==> config.mk <==
export PLATFORM = sky130hd
export DESIGN_NAME = divider_and_reload_timer
export DESIGN_NICKNAME = d
export VERILOG_FILES = /design/src/dart_pkg.sv /design/src/dart_core.sv /design/src/divider_and_reload_timer.sv
export SDC_FILE = /design/constraint.sdc
export NUM_CORES = 1
export LEC_CHECK = 0
export BUFFER_PORTS_ARGS = -buffer_cell sky130_fd_sc_hd__buf_2
export CAP_MARGIN = 15
export CORE_ASPECT_RATIO = 1.4
export CORE_MARGIN = 2
export CORE_UTILIZATION = 66
export CTS_BUF_LIST = sky130_fd_sc_hd__clkbuf_2
export DETAILED_ROUTE_END_ITERATION = 8
export PLACE_DENSITY = 0.87
export SYNTH_ARGS = -nofsm -noshare
export SYNTH_HDL_FRONTEND = slang
export SYNTH_SLANG_ARGS = --single-unit
==> constraint.sdc <==
create_clock -name clk -period 6.95 [get_ports clk]
set_clock_uncertainty 0.1 [all_clocks]
set_input_delay 1.0425 -clock clk [delete_from_list [all_inputs] [get_ports clk]]
set_output_delay 1.0425 -clock clk [all_outputs]
set_load 0.03 [all_outputs]
==> src/dart_pkg.sv <==
`default_nettype none

package dart_pkg;

  // item kinds
  localparam logic [1:0] MODE_TICK  = 2'd0;
  localparam logic [1:0] MODE_READ  = 2'd1;
  localparam logic [1:0] MODE_WRITE = 2'd2;

  // bus addresses
  localparam logic [15:0] ADDR_DIV     = 16'hFF04;
  localparam logic [15:0] ADDR_COUNT   = 16'hFF05;
  localparam logic [15:0] ADDR_MODULO  = 16'hFF06;
  localparam logic [15:0] ADDR_CONTROL = 16'hFF07;

  localparam int unsigned DIV_W      = 8;
  localparam int unsigned PRESCALE_W = 11;
  localparam int unsigned ENABLE_BIT = 2;
  localparam logic [7:0]  COUNT_MAX  = 8'hFF;

  // periods in ticks of the base clock
  localparam int unsigned BASE_CLK_HZ = 4194304;
  localparam logic [PRESCALE_W-1:0] PERIOD_SEL0 = PRESCALE_W'(BASE_CLK_HZ / 4096);
  localparam logic [PRESCALE_W-1:0] PERIOD_SEL1 = PRESCALE_W'(BASE_CLK_HZ / 262144);
  localparam logic [PRESCALE_W-1:0] PERIOD_SEL2 = PRESCALE_W'(BASE_CLK_HZ / 65536);
  localparam logic [PRESCALE_W-1:0] PERIOD_SEL3 = PRESCALE_W'(BASE_CLK_HZ / 16384);

  typedef struct packed {
    logic [1:0]  mode;
    logic [15:0] address;
    logic [7:0]  write_data;
  } in_word_t;

  typedef struct packed {
    logic [7:0] read_data;
    logic       irq_pulse;
  } out_word_t;

  function automatic logic [PRESCALE_W-1:0] period_of(input logic [1:0] sel);
    logic [PRESCALE_W-1:0] p;
    unique case (sel)
      2'd0: p = PERIOD_SEL0;
      2'd1: p = PERIOD_SEL1;
      2'd2: p = PERIOD_SEL2;
      default: p = PERIOD_SEL3;
    endcase
    return p;
  endfunction

endpackage

`default_nettype wire

==> src/dart_core.sv <==
`default_nettype none

module dart_core (
  input  wire                 clk,
  input  wire                 rst_n,
  input  wire                 go,
  input  dart_pkg::in_word_t  item,
  output dart_pkg::out_word_t res
);

  logic [7:0]                          div_val_r,   div_val_nxt;
  logic [7:0]                          div_pre_r,   div_pre_nxt;
  logic [7:0]                          count_r,     count_nxt;
  logic [7:0]                          modulo_r,    modulo_nxt;
  logic [7:0]                          control_r,   control_nxt;
  logic [dart_pkg::PRESCALE_W-1:0]     cnt_pre_r,   cnt_pre_nxt;
  logic [dart_pkg::PRESCALE_W-1:0]     period_r,    period_nxt;
  logic [dart_pkg::PRESCALE_W-1:0]     pre_inc;
  logic                                irq;
  logic [7:0]                          rd;

  always_comb begin
    div_val_nxt = div_val_r;
    div_pre_nxt = div_pre_r;
    count_nxt   = count_r;
    modulo_nxt  = modulo_r;
    control_nxt = control_r;
    cnt_pre_nxt = cnt_pre_r;
    period_nxt  = period_r;
    pre_inc     = cnt_pre_r + 1'b1;
    irq         = 1'b0;
    rd          = 8'd0;
    unique case (item.mode)
      dart_pkg::MODE_TICK: begin
        div_pre_nxt = div_pre_r + 1'b1;
        if (div_pre_r == 8'hFF) begin
          div_val_nxt = div_val_r + 1'b1;
        end
        if (control_r[dart_pkg::ENABLE_BIT]) begin
          // prescaler wraps modulo 2048 and is compared after the bump
          if (pre_inc == period_r) begin
            cnt_pre_nxt = '0;
            if (count_r == dart_pkg::COUNT_MAX) begin
              count_nxt = modulo_r;
              irq       = 1'b1;
            end else begin
              count_nxt = count_r + 1'b1;
            end
          end else begin
            cnt_pre_nxt = pre_inc;
          end
        end
      end
      dart_pkg::MODE_READ: begin
        unique case (item.address)
          dart_pkg::ADDR_DIV:     rd = div_val_r;
          dart_pkg::ADDR_COUNT:   rd = count_r;
          dart_pkg::ADDR_MODULO:  rd = modulo_r;
          dart_pkg::ADDR_CONTROL: rd = control_r;
          default:                rd = 8'd0;
        endcase
      end
      dart_pkg::MODE_WRITE: begin
        unique case (item.address)
          dart_pkg::ADDR_DIV:     div_val_nxt = 8'd0;
          dart_pkg::ADDR_COUNT:   count_nxt   = item.write_data;
          dart_pkg::ADDR_MODULO:  modulo_nxt  = item.write_data;
          dart_pkg::ADDR_CONTROL: begin
            control_nxt = item.write_data;
            period_nxt  = dart_pkg::period_of(item.write_data[1:0]);
          end
          default: ;
        endcase
      end
      default: ;
    endcase
  end

  assign res.read_data = rd;
  assign res.irq_pulse = irq;

  always_ff @(posedge clk) begin
    if (!rst_n) begin
      div_val_r <= '0;
      div_pre_r <= '0;
      count_r   <= '0;
      modulo_r  <= '0;
      control_r <= '0;
      cnt_pre_r <= '0;
      period_r  <= '0;
    end else if (go) begin
      div_val_r <= div_val_nxt;
      div_pre_r <= div_pre_nxt;
      count_r   <= count_nxt;
      modulo_r  <= modulo_nxt;
      control_r <= control_nxt;
      cnt_pre_r <= cnt_pre_nxt;
      period_r  <= period_nxt;
    end
  end

  a_irq_reload: assert property (@(posedge clk) disable iff (!rst_n)
    (go && irq) |=> (count_r == $past(modulo_r) && cnt_pre_r == '0))
    else $error("irq without counter reload");

  a_read_no_side_effect: assert property (@(posedge clk) disable iff (!rst_n)
    (go && item.mode == dart_pkg::MODE_READ) |=>
      ($stable(div_val_r) && $stable(div_pre_r) && $stable(count_r) &&
       $stable(cnt_pre_r) && $stable(control_r)))
    else $error("read changed timer state");

  a_disabled_hold: assert property (@(posedge clk) disable iff (!rst_n)
    (go && item.mode == dart_pkg::MODE_TICK && !control_r[dart_pkg::ENABLE_BIT]) |=>
      ($stable(cnt_pre_r) && $stable(count_r)))
    else $error("counter moved while disabled");

endmodule

`default_nettype wire

==> src/divider_and_reload_timer.sv <==
`default_nettype none

// Divider and reload timer. Every word on the input channel is a tick, a
// register read, a register write or an unused mode, and each gives exactly one result word.
// One word is taken every cycle unless out_stall holds a full result register;
// each word passes through the input register, then the timer update and the
// result register. The rate is set by the update of the timer registers,
// which each word goes through in turn.
module divider_and_reload_timer (
  input  wire                 clk,
  input  wire                 rst_n,
  input  wire                 in_valid,
  output logic                in_stall,
  input  dart_pkg::in_word_t  in_data,
  output logic                out_valid,
  input  wire                 out_stall,
  output dart_pkg::out_word_t out_data
);

  logic                in_vld_r;
  dart_pkg::in_word_t  in_data_r;
  logic                out_vld_r;
  dart_pkg::out_word_t out_data_r;
  dart_pkg::out_word_t res;
  logic                advance;

  // the held word moves on when the result register is free or draining
  assign advance  = in_vld_r && (!out_vld_r || !out_stall);
  assign in_stall = in_vld_r && !advance;

  always_ff @(posedge clk) begin
    if (!rst_n) begin
      in_vld_r <= 1'b0;
    end else if (!in_stall) begin
      in_vld_r <= in_valid;
    end
  end

  always_ff @(posedge clk) begin
    if (!in_stall && in_valid) begin
      in_data_r <= in_data;
    end
  end

  dart_core u_core (
    .clk   (clk),
    .rst_n (rst_n),
    .go    (advance),
    .item  (in_data_r),
    .res   (res)
  );

  always_ff @(posedge clk) begin
    if (!rst_n) begin
      out_vld_r <= 1'b0;
    end else if (advance) begin
      out_vld_r <= 1'b1;
    end else if (!out_stall) begin
      out_vld_r <= 1'b0;
    end
  end

  always_ff @(posedge clk) begin
    if (advance) begin
      out_data_r <= res;
    end
  end

  assign out_valid = out_vld_r;
  assign out_data  = out_data_r;

endmodule

`default_nettype wire

==> summary.md <==
| Metric | Value |
|---|---|
| Grt met2 use | 46.22% |
| Vert. Die Dim | 101.9 microns |
| Finished Cell Area | 4787 sq um |
| Sw Ratio | 24.63% |
| Final period utilization | 41.61% |
| Async set-or-reset flop fraction in the synthesized netlist | 0% |
| Grt ovf | 0 |
| Core area | 6613 sq um |
| Combinational share of power | 4.8% |
| WP buf/inv | 1 |
| Kind of capture point of the worst setup path | flop |
| Mean post-synth cell area | 10.53 sq um |
| Max Cap Viol | 0 |
| Postcts setup bufs | 0 |
| Post-CTS sizing | 0 |
| CTS Hold Bufs | 0 |
| First-pass detailed-route iteration total | 6 |
| CTS tree | yes |
| CTS root buf | clkbuf_2 |
| Core Rows | 35 |
| Routability cong. | 0.8900 |
| Unrepaired setup endpoints after global routing | false |
| Clk pwr share | 26.4% |
| Share of layout cells above drive strength 1 | 19.01% |
| GR Util All Layers | 26.81% |
| Fin Setup TNS | 0 ps |
| Layout net count | 492 |
| Critical path launch point type | primary input |
| Initial antenna violation count | 0 |
| Slew @ Worst Pin | 1078 ps |
| Die W | 73.94 microns |
| # DRC | 0 |
| Crit Path Category | in -> reg |
| Fillers | 486 |
| Fmax | 345.8 MHz |
| Yosys top cell by area | dfxtp_1 |
| Max incr delay on CP | 720 ps |
| IO buf count | 40 |
| Crit path max fanout | 16 |
| Status | finished, final reports clean |
| Count leader, synth | dfxtp_1 |
| Yosys warns | 0 |
| Initial Util | 68.34% |
| Cells after Synth | 429 |
| Hold Crit Class | reg -> reg |
| Post-synth top cells | dfxtp_1 (57), nor2_1 (53), edfxtp_1 (35), nand2_1 (27), a21oi_1 (20) |
| P&R area growth vs syn | 5.925% |
| DR vias/cell | 6.133 |
| Final Util | 72.39% |
| Routing usage on met3 | 4.339% |
| Family with the most delay on the worst path | simple AND/OR/NAND/NOR gates |
| Number of synthesized flops with an enable pin | 35 |
| Syn Std Cell Area | 4519 sq um |
| Initial drt markers | 319 |
| PwrDens | 176.8 nW/um^2 |
| Fin. max-slew vios | 0 |
| Final WL | 9122 microns |
| Final hold violation count | 0 |
| Pre-CTS setup slack | 3485 ps |
| Synth top area cells | dfxtp_1 (25%), edfxtp_1 (23%), nor2_1 (4.4%) |
| Worst skew pair latency | 540 ps |
| CP max stage cell | nand4_1 |
| Final ANT Viol Nets | 0 |
| Crit path cell chain | buf_2 > a21bo_2 > nor4_1 > nand4_1 > or3b_1 > a21oi_1 |
| Relative slew margins | 27.80% |
| Crit path arrival time | 3290 ps |
| Dominant synthesized flop cell | dfxtp_1 |
| Peak VDD IR | 0.1439 mV |
| First-pass GRT wire length | 15270 microns |
| Largest net degree at the start of global routing | 48 |
| Synthesized flop and latch total | 92 |
| DP HPWL | 6798 microns |
| ANT cells | 0 |
| Clock transition at path regs | 230 ps |
| Net Sw Power | 208.4 uW |
| Seq pwr share | 68.8% |
| Mapped Nets | 463 |
| M1 GR Usage | 32.18% |
| Fin crit period | 2892 ps |
| Worst path required time | 7350 ps |
| Die area | 7535 sq um |
| Area share of the largest cell type after synthesis | 25.25% |
| # setup viols final | 0 |
| Clock Path Buffers | 2 |
| Sink Count | 92 |
| Lkg Pwr | 0.001781 uW |
| IO Pins | 41 |
| Vias | 3404 |
| Max H-tree Level | 3 |
| Routed WL per cell | 16.44 microns |
| Synth cell types | 59 |
| Sequential share of the synthesized area | 48.50% |
| Vias in the first global route | 3255 |
| Area after DPL | 4683 sq um |
| GRT busiest layer | met2 |
| Worst Hold Slack | 398.9 ps |
| CTS Buf Count | 9 |
| Setup WS post-layout | 4058 ps |
| Power Internal | 638.0 uW |
==> power by group through the flow <==
stage               logic, uW  clock network [uW]  registers [uW]
floorplan                22.9                   0             595
detailed placement       39.6                   0             594
global route             44.6                 247             585
finish                   40.7                 223             583
global placement         38.9                   0             593
CTS                      39.6                 228             583
==> stage by stage <==
| step | total power [uW] | cells |
|---|---|---|
| floorplan | 618.1 | 429 |
| global placement | 632.0 | 537 |
| detailed placement | 633.3 | 538 |
| CTS | 850.1 | 554 |
| global route | 876.5 | 555 |
| finish | 846.4 | 555 |
==> cell usage in the layout, fill, tap and decap left out, drive strengths merged, types with 15 or more instances in the layout <==
cell and n:
a21oi 20, buf 43, nand3 18, mux2i 18, nor2 53, edfxtp 35
dfxtp 57, nand2 27, xor2 15
==> area by class of cell <==
class	count	area [sq um]	share of cell area, %
inverter	6	22.52	0.4705
clock inverter	6	38.79	0.8102
timing repair buffer	43	227.7	4.757
tap	92	115.1	2.405
multi-input combinational	306	2141	44.72
sequential	92	2192	45.79
clock buffer	10	50.05	1.045
==> final timing paths <==
kind	end	cells after the start	slack, ps	from
min	u_core.period_r[10]	2	400	u_core.period_r[10]
max	u_core.period_r[4]	6	4060	out_stall
max reg2reg	u_core.count_r[1]	7	4120	u_core.cnt_pre_r[0]
min reg2reg	u_core.period_r[10]	2	400	u_core.period_r[10]
==> flip-flops by register name (all words and copies together), names as in the netlist <==
register and flops:
u_core.div_val_r 8, in_data_r 26, u_core.modulo_r 8, out_data 9, u_core.period_r 4, out_valid 1
u_core.div_pre_r 8, u_core.control_r 8, in_vld_r 1, u_core.cnt_pre_r 11, u_core.count_r 8
==> logic make-up (layout without fill, tap and decap cells) <==
kind of cell    after synthesis  count (layout)  share of synthesized area [%]
compound gates               70              70                          11.27
xor+xnor                     25              25                          4.845
fa+ha+maj                     4               4                          1.107
buf+inv                      31              65                          4.180
flops                        92              92                          48.50
mux                          26              26                          7.973
simple gates                181             181                          22.12
==> metal layers <==
| metal | vias to the layer above | wire, microns | part of all wire, % |
|---|---|---|---|
| met5 | - | 0 | 0 |
| met4 | 0 | 316 | 3.5 |
| met3 | 29 | 503 | 5.5 |
| met2 | 135 | 4699 | 52 |
| met1 | 1584 | 3602 | 39 |
| li1 | 1656 | - | - |
==> worst register-to-register path: cells and delay by family, from the launching register on <==
kind,cells,cell delay (ps)
adder cells (fa/ha/maj),1,330
AND/OR/NAND/NOR,4,1350
AO/OA/AOI/OAI,2,510
flip-flops,1,430
Note: power is estimated with default switching activity, not from simulation.
